**src/sv/dd_pkg.sv**
```systemverilog
// Package with widths, constants and calendar helper functions for the date difference block.
`default_nettype none

package dd_pkg;

	localparam int unsigned YearW  = 14;
	localparam int unsigned MonthW = 4;
	localparam int unsigned DayW   = 5;
	localparam int unsigned OrdW   = 23;
	localparam int unsigned DiffW  = 23;
	localparam int unsigned MofsW  = 10;
	localparam int unsigned LeapW  = 13;
	localparam int unsigned DaysPerYear = 365;
	localparam int unsigned FebMonth    = 2;
	localparam int unsigned MonthsPerYear = 12;

	typedef logic [YearW-1:0]  year_t;
	typedef logic [MonthW-1:0] month_t;
	typedef logic [DayW-1:0]   day_t;
	typedef logic [OrdW-1:0]   ord_t;
	typedef logic [MofsW-1:0]  mofs_t;
	typedef logic [LeapW-1:0]  leapdays_t;
	typedef logic signed [DiffW-1:0] diff_t;

	// Month number forced into 1..12: zero reads as January, above twelve as December.
	function automatic month_t clamp_month(input month_t m);
		month_t r;
		if (m == '0) begin
			r = month_t'(1);
		end else if (m > month_t'(MonthsPerYear)) begin
			r = month_t'(MonthsPerYear);
		end else begin
			r = m;
		end
		return r;
	endfunction

	// Days of a common year that come before the first of the given month (1..12).
	function automatic logic [8:0] days_before_month(input month_t m);
		logic [8:0] r;
		unique case (m)
			4'd1:    r = 9'd0;
			4'd2:    r = 9'd31;
			4'd3:    r = 9'd59;
			4'd4:    r = 9'd90;
			4'd5:    r = 9'd120;
			4'd6:    r = 9'd151;
			4'd7:    r = 9'd181;
			4'd8:    r = 9'd212;
			4'd9:    r = 9'd243;
			4'd10:   r = 9'd273;
			4'd11:   r = 9'd304;
			4'd12:   r = 9'd334;
			default: r = 9'd0;
		endcase
		return r;
	endfunction

endpackage

`default_nettype wire

```
**src/sv/date_difference_days.sv**
```systemverilog
// Top level of the date difference block: a four-stage pipeline from two dates to a signed day count.
`default_nettype none

// The block takes two calendar dates per transfer and returns the signed number of days from
// the first date to the second (positive when the second date is later). Every year divisible
// by four counts as a leap year, year 0 included. One transfer is accepted per clock cycle
// while the output side does not stall, and each passes through four registers: stage one forms
// year times 365, the leap days before the year and the day offset within the year; stage two
// adds these into a day ordinal for each date; stage three subtracts the ordinals; the output
// register saturates the difference to the 23-bit range. Each stage holds its item while the
// next one is full and stalled, so a stall on the output side backs up only as far as needed
// and nothing is dropped or repeated. Month zero reads as January, months above twelve as
// December, and out-of-range days enter the count linearly.
module date_difference_days (
	input  wire                 clk,
	input  wire                 arst_n,
	input  wire                 in_valid,
	output logic                in_stall,
	input  wire dd_pkg::year_t  year_a,
	input  wire dd_pkg::month_t month_a,
	input  wire dd_pkg::day_t   day_a,
	input  wire dd_pkg::year_t  year_b,
	input  wire dd_pkg::month_t month_b,
	input  wire dd_pkg::day_t   day_b,
	output logic                out_valid,
	input  wire                 out_stall,
	output dd_pkg::diff_t       day_difference
);
	import dd_pkg::*;

	// Index 0 carries the first date, index 1 the second.
	year_t  year_in  [2];
	month_t month_in [2];
	day_t   day_in   [2];

	ord_t      yr365_c    [2];
	leapdays_t leapdays_c [2];
	mofs_t     mofs_c     [2];

	ord_t      yr365_s1    [2];
	leapdays_t leapdays_s1 [2];
	mofs_t     mofs_s1     [2];
	ord_t      ord_s2      [2];
	logic signed [DiffW:0] diff_s3;
	diff_t     day_difference_q;

	logic valid_s1, valid_s2, valid_s3, valid_q;
	logic ready_s1, ready_s2, ready_s3, ready_q;

	assign year_in[0]  = year_a;
	assign year_in[1]  = year_b;
	assign month_in[0] = month_a;
	assign month_in[1] = month_b;
	assign day_in[0]   = day_a;
	assign day_in[1]   = day_b;

	// A stage may take a new item when it is empty or its item moves on in this cycle.
	assign ready_q  = !valid_q || !out_stall;
	assign ready_s3 = !valid_s3 || ready_q;
	assign ready_s2 = !valid_s2 || ready_s3;
	assign ready_s1 = !valid_s1 || ready_s2;
	assign in_stall = !ready_s1;

	// Stage one logic: the three parts of each date's ordinal, computed independently.
	// The leap-day sum is one bit wider than the year so that years near the top of the
	// field do not wrap.
	always_comb begin
		month_t     m;
		logic       leap;
		logic [8:0] dbm;
		for (int i = 0; i < 2; i++) begin
			m             = clamp_month(month_in[i]);
			leap          = (year_in[i][1:0] == 2'b00);
			dbm           = days_before_month(m);
			yr365_c[i]    = ord_t'(year_in[i]) * ord_t'(DaysPerYear);
			leapdays_c[i] = leapdays_t'(((YearW+1)'(year_in[i]) + (YearW+1)'(3)) >> 2);
			mofs_c[i]     = mofs_t'(dbm) + mofs_t'(day_in[i])
				+ mofs_t'(leap && (m > month_t'(FebMonth)));
		end
	end

	always_ff @(posedge clk or negedge arst_n) begin
		if (!arst_n) begin
			valid_s1 <= 1'b0;
			valid_s2 <= 1'b0;
			valid_s3 <= 1'b0;
			valid_q  <= 1'b0;
		end else begin
			if (ready_s1) begin
				valid_s1 <= in_valid;
			end
			if (ready_s2) begin
				valid_s2 <= valid_s1;
			end
			if (ready_s3) begin
				valid_s3 <= valid_s2;
			end
			if (ready_q) begin
				valid_q <= valid_s3;
			end
		end
	end

	always_ff @(posedge clk) begin
		if (ready_s1 && in_valid) begin
			for (int i = 0; i < 2; i++) begin
				yr365_s1[i]    <= yr365_c[i];
				leapdays_s1[i] <= leapdays_c[i];
				mofs_s1[i]     <= mofs_c[i];
			end
		end
		if (ready_s2 && valid_s1) begin
			for (int i = 0; i < 2; i++) begin
				ord_s2[i] <= yr365_s1[i] + ord_t'(leapdays_s1[i]) + ord_t'(mofs_s1[i]);
			end
		end
		if (ready_s3 && valid_s2) begin
			diff_s3 <= $signed({1'b0, ord_s2[1]}) - $signed({1'b0, ord_s2[0]});
		end
		if (ready_q && valid_s3) begin
			// The two top bits disagree exactly when the difference leaves the 23-bit range.
			if (diff_s3[DiffW] != diff_s3[DiffW-1]) begin
				day_difference_q <= diff_s3[DiffW] ? {1'b1, {(DiffW-1){1'b0}}}
					: {1'b0, {(DiffW-1){1'b1}}};
			end else begin
				day_difference_q <= diff_s3[DiffW-1:0];
			end
		end
	end

	assign out_valid      = valid_q;
	assign day_difference = day_difference_q;

endmodule

`default_nettype wire

```
**config.mk**
```make
export PLATFORM = sky130hd
export DESIGN_NAME = date_difference_days
export DESIGN_NICKNAME = d
export VERILOG_FILES = /design/src/sv/dd_pkg.sv /design/src/sv/date_difference_days.sv
export SDC_FILE = /design/constraint.sdc
export NUM_CORES = 1
export LEC_CHECK = 0
export BUFFER_PORTS_ARGS = -buffer_cell sky130_fd_sc_hd__buf_2
export CAP_MARGIN = 30
export CORE_UTILIZATION = 56
export DETAILED_ROUTE_END_ITERATION = 10
export PLACE_DENSITY = 0.77
export SYNTH_ARGS = -nofsm -noshare
export SYNTH_HDL_FRONTEND = slang
export SYNTH_SLANG_ARGS = --single-unit
```
**constraint.sdc**
```tcl
create_clock -name clk -period 7.4 [get_ports clk]
set_clock_uncertainty 0.1 [all_clocks]
set_input_delay 1.85 -clock clk [delete_from_list [all_inputs] [get_ports clk]]
set_output_delay 1.85 -clock clk [all_outputs]
set_load 0.1 [all_outputs]
```
==> qor.txt, run 1 <==
Post-route DRC = 0
Critical path launch point type = input port
Crit-path slowest cell = fa_1
Pin count of the biggest net entering global routing = 64
Chip width = 170 µm
Final wirelength = 30.3 mm
Share of cells above drive strength 1 = 8.33%
Post-synthesis register bit count = 189
Gate Count Post-Synth = 1496
Cts bufs inserted = 17
Tmin final = 5.73 ns
Max-Cap Viols = 0
LEAKAGE = 7.86 nW
Height of the die = 170 µm
Vias = 10700
Sequential power share = 26.8%
Hold buffer count at CTS = 0
WS Path Type = input port to register
Power Internal = 4.22 mW
Post-DR vias/cell = 5.47
Fraction of registers with async set/reset = 2.12%
Overall routing resource usage = 21.9%
Crit-path most repeated cell = inv_1
Relative slew slack = 36.9%
WP data arrival = 5.82 ns
Area Overhead vs Synth = 8.85%
Antenna cells = 0
Crit end category = register
Routed wl met3 = 924 µm
CTS resizes = 0
Max Fclk = 174 MHz
Status = completed
Final Setup Violations = 0
Power Density = 446 nW/µm²
Setup ws final = 1.67 ns
Net Sw Power = 3.49 mW
Cells after DPL = 1930
Yosys cell types = 75
Max stage delay on crit path = 0.54 ns
WL/cell = 15.5 µm
Initial Util = 57.0%
1st-iter DRT viols = 741
Final TNS setup = 0 ns
TritonCTS clock tree = built
Sequential share of the synthesized area = 35.6%
Fin nets = 1915
Synth Area per Inst = 10.6 µm²
Power, Total = 7.71 mW
CTS Root Cell = clkbuf_16
Fin util = 62.1%
Met1 Wirelength = 14.4 mm
Synth Cell Area = 15900 µm²
Buf/Inv on CP = 5
Clk pwr share = 11.6%
RSZ-0062 raised after global routing = false
Tcrit/Tclk final = 77.5%
GPL Wtd Cong = 0.891
Slew @ Worst Pin = 0.947 ns
Sequential cell area = 5660 µm²
Crit path cell chain = buf_2 > ha_1 > inv_1 > fa_1 > inv_1 > fa_1 > inv_1 > fa_1 > inv_1 > ha_1 > o21ai_0 > a21oi_1 > a41oi_1 > a311oi_1 > a211oi_1 > xnor2_1
Remaining Overflow, GRT = 0
DP Worst Slack = 1.24 ns
Max VDD drop = 0.244 mV
HPWL Detailed = 24.5 mm
Logic pwr share = 61.6%
Highest routed layer = met4
Top Family by Delay on Critical Path = adder cells
Buffers on Ports = 74
TritonRoute pass-1 iters = 5
Vias in the first global route = 10500
Final Hold Fails = 0
Post-DRT Antenna Nets = 0
WL met2 = 14.7 mm
H-Tree Depth = 4
Row cnt = 61
Main synth FF type = edfxtp_1
IO Count = 75
Req. time, crit path = 7.48 ns
Clock-pin slew on the worst setup and hold paths = 0.08 ns
Tightest Hold Check Type = register to register
Worst-Skew Late Latency = 0.43 ns
Net Sw Frac = 45.3%
Core ar. = 27900 µm²
First-pass GRT wire length = 50.2 mm
# fillers = 2229
Initial antenna violation count = 0
Die Area = 29000 µm²
Finished Layout Cells = 1963
Multi-input logic area = 9110 µm²
Max FO, Critical Path = 7
Synth Warn # = 0
Slew Limit Fails = 0
Post-synth EDFFs = 185
Post CTS Setup Buffer Count = 0
CTS Buffer Depth = 2
Num Clock Sinks = 189
-- logic make-up after synthesis --
| group | after synthesis | synth area share, % |
|---|---|---|
| xor gates and xnor gates | 112 | 6.17 |
| AOI/OAI and AO/OA | 292 | 12.5 |
| buffers and inverters | 301 | 7.13 |
| adders and majority gates | 293 | 28.2 |
| other | 1 | 0.0236 |
| muxes | 7 | 0.457 |
| and+or+nand+nor | 301 | 9.90 |
| DFF | 189 | 35.6 |
-- state kept, by name, summed over array words and instances, names as in the netlist --
register	cells
valid_s1	1
valid_s3	1
ord_s2	46
mofs_s1	20
valid_s2	1
out_valid	1
yr365_s1	46
diff_s3	24
leapdays_s1	26
day_difference	23
-- cell usage after synthesis (19+ instances only) --
| master | count | area, µm² |
|---|---|---|
| nor2_1 | 47 | 176 |
| xor2_1 | 33 | 289 |
| ha_1 | 184 | 2300 |
| a21oi_1 | 73 | 365 |
| a21o_1 | 42 | 315 |
| nor3_1 | 29 | 145 |
| nand2b_1 | 23 | 144 |
| a211oi_1 | 19 | 143 |
| nand3_1 | 36 | 180 |
| o21ai_0 | 37 | 185 |
| inv_1 | 278 | 1040 |
| xnor2_1 | 79 | 692 |
| edfxtp_1 | 185 | 5560 |
| clkbuf_1 | 21 | 78.8 |
| o21a_1 | 19 | 143 |
| nand2_1 | 70 | 263 |
| fa_1 | 109 | 2180 |
-- worst paths after layout --
path,from,end,slack [ns],cells past startpoint
min reg2reg,valid_s3$_DFFE_PN0P_,out_valid$_DFFE_PN0P_,0.38,1
max in group asynchronous,arst_n,valid_s2$_DFFE_PN0P_,5.96,1
min in group asynchronous,arst_n,valid_s3$_DFFE_PN0P_,1.11,1
max,year_a[1],yr365_s1[0][21]$_DFFE_PP_,1.67,16
min,valid_s3$_DFFE_PN0P_,out_valid$_DFFE_PN0P_,0.38,1
max reg2reg,leapdays_s1[0][9]$_DFFE_PP_,ord_s2[0][21]$_DFFE_PP_,4.22,8
-- metal layers --
layer | vias to the layer above | track usage, %
met3 | 28 | 2.81
met4 | 0 | 5.17
met2 | 195 | 36.3
li1 | 5331 | -
met1 | 5189 | 30.7
met5 | - | 0
-- cells in the final DEF, fill, tap and decap left out, types with 6 or more instances in the layout --
cell	Yosys	final
nor3b_1	9	9
nor3_1	29	29
o21ai_0	37	37
a21oi_1	73	73
o21a_1	19	19
inv_1	278	278
nor2_1	47	47
o211ai_1	11	11
a2111oi_0	6	6
and3_1	14	14
nand2_1	70	70
or2_2	6	6
nand3b_1	6	6
buf_2	2	74
clkbuf_16	0	17
a21o_1	42	42
xor2_1	33	33
o21ai_1	12	12
nor2b_1	18	17
edfxtp_1	185	185
nand4_1	8	8
nand2b_1	23	23
a211oi_1	19	19
ha_1	184	184
o31ai_1	8	8
a21boi_0	8	7
fa_1	109	109
xnor2_1	79	79
and2_1	10	8
o21bai_1	6	6
a31oi_1	9	9
nand3_1	36	36
-- power groups by stage --
stage / combinational (mW) / clock (mW) / sequential, mW
after floorplan: 3.36 / 0 / 2.47
after detailed placement: 4.70 / 0 / 2.09
after global routing: 5.30 / 0.945 / 2.11
after global placement: 4.57 / 0 / 2.08
after CTS: 4.75 / 0.904 / 2.07
final: 4.75 / 0.893 / 2.07
-- metrics by stage --
stage | hold slack (ns) | cell area, µm²
floorplan | 0.336 | 15900
global placement | 0.348 | 16700
detailed placement | 0.362 | 16700
CTS | 0.384 | 17300
global route | 0.401 | 17300
finish | 0.381 | 17300
-- layout make-up --
type / instances / share of cell area, %
well taps: 378 / 2.73
multi-input cells: 1007 / 52.7
flip-flops and latches: 189 / 32.7
clock inverters: 14 / 0.832
clock buffers: 18 / 2.48
inverters: 278 / 6.03
repair buffers: 79 / 2.52
(Power assumes the default switching activity.)
==> run 2, diff against run 1 <==
- ABC_AREA: not set -> 1
- clock period: 7.4 -> 5.56 ns (I/O delays scaled with it)
==> qor.txt, run 2 <==
Cells on worst reg2reg path = 13 (was 8)
Row cnt = 63 (was 61)
Post-DR vias/cell = 5.05 (was 5.47)
Net Sw Frac = 50.0% (was 45.3%)
Worst-Skew Late Latency = 0.45 ns (was 0.43 ns)
Post-synth EDFFs = 185 (unchanged)
Setup ws final = 0.821 ns (was 1.67 ns)
Initial antenna violation count = 0 (unchanged)
Relative slew slack = 45.0% (was 36.9%)
Crit end category = register (unchanged)
Remaining Overflow, GRT = 0 (unchanged)
Tcrit/Tclk final = 85.2%
Area share of the largest cell type after synthesis = 32.3% (was 35.0%)
Power Internal = 5.21 mW (was 4.22 mW)
Vias = 13100 (was 10700)
Tmin final = 4.74 ns
Synth Area per Inst = 8.22 µm² (was 10.6 µm²)
CTS Root Cell = clkbuf_16 (unchanged)
Core ar. = 30000 µm² (was 27900 µm²)
Hold Path Depth = 2 (was 1)
Die Area = 31400 µm² (was 29000 µm²)
Main synth FF type = edfxtp_1 (unchanged)
DP Worst Slack = 0.346 ns (was 1.24 ns)
H-Tree Depth = 4 (unchanged)
Gate Count Post-Synth = 2094 (was 1496)
Synth top cells by count = 598 x nand2_1, 491 x inv_1, 185 x edfxtp_1, 184 x ha_1, 124 x nor2_1 (was 278 x inv_1, 185 x edfxtp_1, 184 x ha_1, 109 x fa_1, 79 x xnor2_1)
Power Density = 558 nW/µm² (was 446 nW/µm²)
RSZ-0062 raised after global routing = false (unchanged)
Post CTS Setup Buffer Count = 0 (unchanged)
Yosys cell types = 43 (was 75)
Req. time, crit path = 5.67 ns (was 7.48 ns)
Net Sw Power = 5.22 mW (was 3.49 mW)
Most frequent cells in the layout = 598 x nand2_1, 491 x inv_1, 185 x edfxtp_1 (was 278 x inv_1, 185 x edfxtp_1, 184 x ha_1)
Synth Warn # = 0 (unchanged)
Cts bufs inserted = 17 (unchanged)
Post-DRT Antenna Nets = 0 (unchanged)
WL/cell = 13.6 µm (was 15.5 µm)
Sequential power share = 25.7% (was 26.8%)
CTS resizes = 0 (unchanged)
Fraction of registers with async set/reset = 2.12% (unchanged)
Critical path launch point type = input port (unchanged)
Finished Layout Cells = 2586 (was 1963)
Max FO, Critical Path = 6 (was 7)
Final Hold Fails = 0 (unchanged)
LEAKAGE = 9.94 nW (was 7.86 nW)
Top cells by area, synth = edfxtp_1 32%, ha_1 13%, nand2_1 13%, fa_1 13%, inv_1 11% (was edfxtp_1 35%, ha_1 14%, fa_1 14%, inv_1 6.6%, xnor2_1 4.4%)
Clk pwr share = 11.4% (was 11.6%)
WS Path Type = input port to register (unchanged)
Synth Cell Area = 17200 µm² (was 15900 µm²)
Hold buffer count at CTS = 0 (unchanged)
Cells after DPL = 2553 (was 1930)
Slew Limit Fails = 0 (unchanged)
Post-route DRC = 0 (unchanged)
Final Setup Violations = 0 (unchanged)
1st-iter DRT viols = 700 (was 741)
Multi-input logic area = 9670 µm² (was 9110 µm²)
Overall routing resource usage = 24.4% (was 21.9%)
Antenna cells = 0 (unchanged)
Slew @ Worst Pin = 0.825 ns (was 0.947 ns)
Tightest Hold Check Type = register to register (unchanged)
Finished Cell Area = 18700 µm² (was 17300 µm²)
Status = completed (unchanged)
Initial Util = 57.4% (was 57.0%)
Fin nets = 2526 (was 1915)
Clock-pin slew on the worst setup and hold paths = 0.08 ns (about the same)
HPWL Detailed = 29.8 mm (was 24.5 mm)
Biggest regs = ord_s2 (46), yr365_s1 (46), leapdays_s1 (26) (unchanged)
Max-Cap Viols = 0 (unchanged)
Logic pwr share = 62.9% (was 61.6%)
Vias in the first global route = 13200 (was 10500)
Sequential cell area = 5660 µm² (unchanged)
CTS Buffer Depth = 2 (unchanged)
WP data arrival = 4.85 ns (was 5.82 ns)
Height of the die = 177 µm (was 170 µm)
Area Overhead vs Synth = 8.55% (was 8.85%)
Max VDD drop = 0.323 mV (was 0.244 mV)
Final TNS setup = 0 ns (unchanged)
Sequential share of the synthesized area = 32.9% (was 35.6%)
Pin count of the biggest net entering global routing = 87 (was 64)
GPL Wtd Cong = 0.904 (was 0.891)
Post-synthesis register bit count = 189 (unchanged)
First-pass GRT wire length = 60.5 mm (was 50.2 mm)
Most common cell after layout, fill and taps aside = nand2_1 (was inv_1)
TritonRoute pass-1 iters = 5 (unchanged)
Final wirelength = 35.2 mm (was 30.3 mm)
Most frequent cell after synthesis = nand2_1 (was inv_1)
Share of cells above drive strength 1 = 7.24% (was 8.33%)
# fillers = 2650 (was 2229)
Buffers on Ports = 74 (unchanged)
Num Clock Sinks = 189 (unchanged)
Chip width = 177 µm (was 170 µm)
TritonCTS clock tree = built (unchanged)
DP Area = 18100 µm² (was 16700 µm²)
Largest area contributor in the netlist = edfxtp_1 (unchanged)
Power, Total = 10.4 mW (was 7.71 mW)
Max Fclk = 211 MHz
IO Count = 75 (unchanged)
## run 2: cell types whose count changed after synthesis, sizes merged, moves of 24 or more
cell and delta:
nand2 +538, inv +218, nor2 +88, xnor2 -72, nand3 +61, a21o -40, xor2 +34, o21ai -24
## run 2: final timing paths
kind | startpoint | end | slack, ns
max reg2reg | leapdays_s1[0][14]$_DFFE_PP_ | ord_s2[0][42]$_DFFE_PP_ | 2.73
min reg2reg | valid_s3$_DFFE_PN0P_ | out_valid$_DFFE_PN0P_ | 0.40
max in group asynchronous | arst_n | valid_s2$_DFFE_PN0P_ | 4.61
max | year_b[5] | yr365_s1[0][45]$_DFFE_PP_ | 0.82
min | valid_s3$_DFFE_PN0P_ | out_valid$_DFFE_PN0P_ | 0.40
min in group asynchronous | arst_n | out_valid$_DFFE_PN0P_ | 0.63
## run 2: area by class of cell
class	instances	share of cell area, %
clock buffer	18	2.30
multi-input combinational	1401	51.8
inverter	496	9.97
timing repair buffer	78	2.27
sequential	189	30.3
tap	390	2.61
clock inverter	14	0.770
## run 2: kinds of logic (layout without fill, tap and decap cells)
logic type | Yosys count | in the layout | synth area share (%)
fa+ha+maj | 293 | 293 | 26.1
simple gates | 912 | 912 | 22.3
compound gates | 120 | 120 | 3.91
buf+inv | 505 | 606 | 11.0
xor+xnor | 74 | 74 | 3.77
flops | 189 | 189 | 32.9
other cells | 1 | 2 | 0.0218
## run 2: stage by stage
step	utilization (%)	hold slack, ns
final	62.4	0.403
after global routing	62.4	0.413
after CTS	62.3	0.410
after detailed placement	60.4	0.393
after global placement	60.4	0.355
after floorplan	-	0.333
## run 2: metal layers
metal	track usage (%)	share of wire, %
met1	31.3	46
met2	42.9	49
met3	3.78	4.0
met4	6.30	1.4
met5	0	0
## run 2: critical path, cell delays in order
cell,delay [ns]
buf_2,0.15
ha_1,0.29
inv_1,0.10
fa_1,0.55
inv_1,0.05
fa_1,0.53
inv_1,0.05
fa_1,0.52
inv_1,0.04
ha_1,0.36
nand2_1,0.12
nor2_1,0.21
nand3_1,0.14
nand3_1,0.14
nand2_1,0.08
nand3_1,0.07
nand2_1,0.05
## run 2: power by group through the flow
stage          sequential, mW  clock (mW)  combinational, mW
6_report                 2.68        1.19               6.56
5_1_grt                  2.73        1.26               7.55
4_1_cts                  2.69        1.20               6.56
3_5_place_dp             2.72           0               6.53
3_3_place_gp             2.69           0               6.39
2_1_floorplan            3.14           0               4.62
==> run 3, diff against run 2 <==
- CORE_UTILIZATION: 56 -> 35
- PLACE_DENSITY: 0.77 -> 0.53
==> qor.txt, run 3 (synthesis results as in run 2) <==
Status = completed (unchanged)
WP data arrival = 4.88 ns (was 4.85 ns)
Cells on worst reg2reg path = 13 (unchanged)
Hold Path Depth = 2 (unchanged)
Post-DR vias/cell = 4.47 (was 5.05)
Final Hold Fails = 0 (unchanged)
Pin count of the biggest net entering global routing = 93 (was 87)
Final Setup Violations = 0 (unchanged)
Core ar. = 48100 µm² (was 30000 µm²)
Chip width = 224 µm (was 177 µm)
Most common cell after layout, fill and taps aside = nand2_1 (unchanged)
Finished Cell Area = 19100 µm² (was 18700 µm²)
CTS resizes = 0 (unchanged)
Row cnt = 80 (was 63)
Max FO, Critical Path = 6 (unchanged)
First-pass GRT wire length = 62.6 mm (was 60.5 mm)
H-Tree Depth = 4 (unchanged)
Num Clock Sinks = 189 (unchanged)
Post-route DRC = 0 (unchanged)
Crit-path slowest cell = fa_1 (unchanged)
Hold Startpoint = valid_s3$_DFFE_PN0P_ (unchanged)
Slew Limit Fails = 0 (unchanged)
Crit path cell chain = buf_2 > ha_1 > inv_1 > fa_1 > inv_1 > fa_1 > inv_1 > fa_1 > inv_1 > ha_1 > nand2_1 > nor2_1 > nand3_1 > nand3_1 > nand2_1 > nand3_1 > nand2_1 (unchanged)
Crit end category = register (unchanged)
Final TNS setup = 0 ns (unchanged)
CTS Root Cell = clkbuf_16 (unchanged)
Remaining Overflow, GRT = 0 (unchanged)
RSZ-0062 raised after global routing = false (unchanged)
Antenna cells = 0 (unchanged)
Cts bufs inserted = 17 (unchanged)
Max-Cap Viols = 0 (unchanged)
Share of cells above drive strength 1 = 7.29% (was 7.24%)
Req. time, crit path = 5.69 ns (was 5.67 ns)
Height of the die = 224 µm (was 177 µm)
1st-iter DRT viols = 534 (was 700)
TritonRoute pass-1 iters = 7 (was 5)
Post-DRT Antenna Nets = 0 (unchanged)
Final wirelength = 36.7 mm (was 35.2 mm)
Vias = 12800 (was 13100)
Most frequent cells in the layout = 598 x nand2_1, 491 x inv_1, 185 x edfxtp_1 (unchanged)
Power, Total = 10.6 mW (was 10.4 mW)
Fin nets = 2526 (unchanged)
WS Path Type = input port to register (unchanged)
Biggest regs = ord_s2 (46), yr365_s1 (46), leapdays_s1 (26) (unchanged)
Tcrit/Tclk final = 85.4% (was 85.2%)
Hold buffer count at CTS = 0 (unchanged)
Critical Path End = yr365_s1[0][45]$_DFFE_PP_ (unchanged)
# fillers = 4908 (was 2650)
WL/cell = 12.9 µm (was 13.6 µm)
Critical path launch point type = input port (unchanged)
Fin util = 39.6% (was 62.4%)
Buffers on Ports = 74 (unchanged)
DP Area = 18400 µm² (was 18100 µm²)
Power Density = 554 nW/µm² (was 558 nW/µm²)
Worst reg2reg startpoint = leapdays_s1[0][14]$_DFFE_PP_ (unchanged)
Overall routing resource usage = 15.7% (was 24.4%)
Max Fclk = 211 MHz (about the same)
Sequential cell area = 5660 µm² (unchanged)
Clock-pin slew on the worst setup and hold paths = 0.07 ns (was 0.08 ns)
Vias in the first global route = 12900 (was 13200)
Area Overhead vs Synth = 10.9% (was 8.55%)
Cells after DPL = 2820 (was 2553)
Initial antenna violation count = 0 (unchanged)
HPWL Detailed = 31.5 mm (was 29.8 mm)
Finished Layout Cells = 2852 (was 2586)
GPL Wtd Cong = 0.884 (was 0.904)
Die Area = 50000 µm² (was 31400 µm²)
Max VDD drop = 0.208 mV (was 0.323 mV)
Tmin final = 4.75 ns (was 4.74 ns)
LEAKAGE = 9.97 nW (was 9.94 nW)
Crit-path most repeated cell = inv_1 (unchanged)
Worst-Skew Late Latency = 0.47 ns (was 0.45 ns)
RR Endpoint = ord_s2[0][44]$_DFFE_PP_ (was ord_s2[0][42]$_DFFE_PP_)
Tightest Hold Check Type = register to register (unchanged)
Critical Path Source = year_b[5] (unchanged)
TritonCTS clock tree = built (unchanged)
Multi-input logic area = 9670 µm² (unchanged)
CTS Buffer Depth = 2 (unchanged)
Initial Util = 35.7% (was 57.4%)
Slew @ Worst Pin = 0.852 ns (was 0.825 ns)
IO Count = 75 (unchanged)
Relative slew slack = 43.1% (was 45.0%)
R2R setup slack = 2.77 ns (was 2.73 ns)
Post CTS Setup Buffer Count = 0 (unchanged)
Max stage delay on crit path = 0.56 ns (was 0.55 ns)
run 3: cell count changes in the layout (fill, tap and decap cells not counted), sizes merged:
cell      delta
inv          -2
clkinvlp     -1
bufinv       +2
clkinv       +2
clkbuf       -1
run 3: through the flow:
step | worst slack, ns | hold slack, ns
after floorplan | 0.643 | 0.333
after global placement | 0.331 | 0.352
after detailed placement | 0.290 | 0.369
after CTS | 0.809 | 0.389
after global routing | 0.532 | 0.423
final | 0.813 | 0.382
run 3: where the power goes:
group          switching (mW)  internal [mW]
Sequential              0.221           2.46
Combinational            4.42           2.16
Clock                   0.614          0.694
Total                    5.25           5.31
run 3: layout make-up:
type	instances	area share [%]
clock inverters	15	1.12
flip-flops and latches	189	29.6
clock buffers	17	2.23
multi-input cells	1401	50.7
well taps	656	4.30
repair buffers	78	2.22
inverters	496	9.76
run 3: worst max-delay path: cells and delay by family:
kind | cells | cell delay, ns
adder cells (fa/ha/maj) | 5 | 2.27
buffers and inverters | 5 | 0.43
AND/OR/NAND/NOR | 7 | 0.80
run 3: worst min path at each step:
stage / slack, ns / end
2_1_floorplan: 0.33 / out_valid$_DFFE_PN0P_
3_3_place_gp: 0.35 / out_valid$_DFFE_PN0P_
6_report: 0.38 / out_valid$_DFFE_PN0P_
5_1_grt: 0.42 / valid_s3$_DFFE_PN0P_
3_5_place_dp: 0.37 / out_valid$_DFFE_PN0P_
4_1_cts: 0.39 / out_valid$_DFFE_PN0P_
run 3: routing by layer:
metal  wire [µm]  global-route usage (%)
met1       18300                    21.0
met2       17100                    26.7
met3         873                    2.07
met4         447                    4.29
met5           0                       0
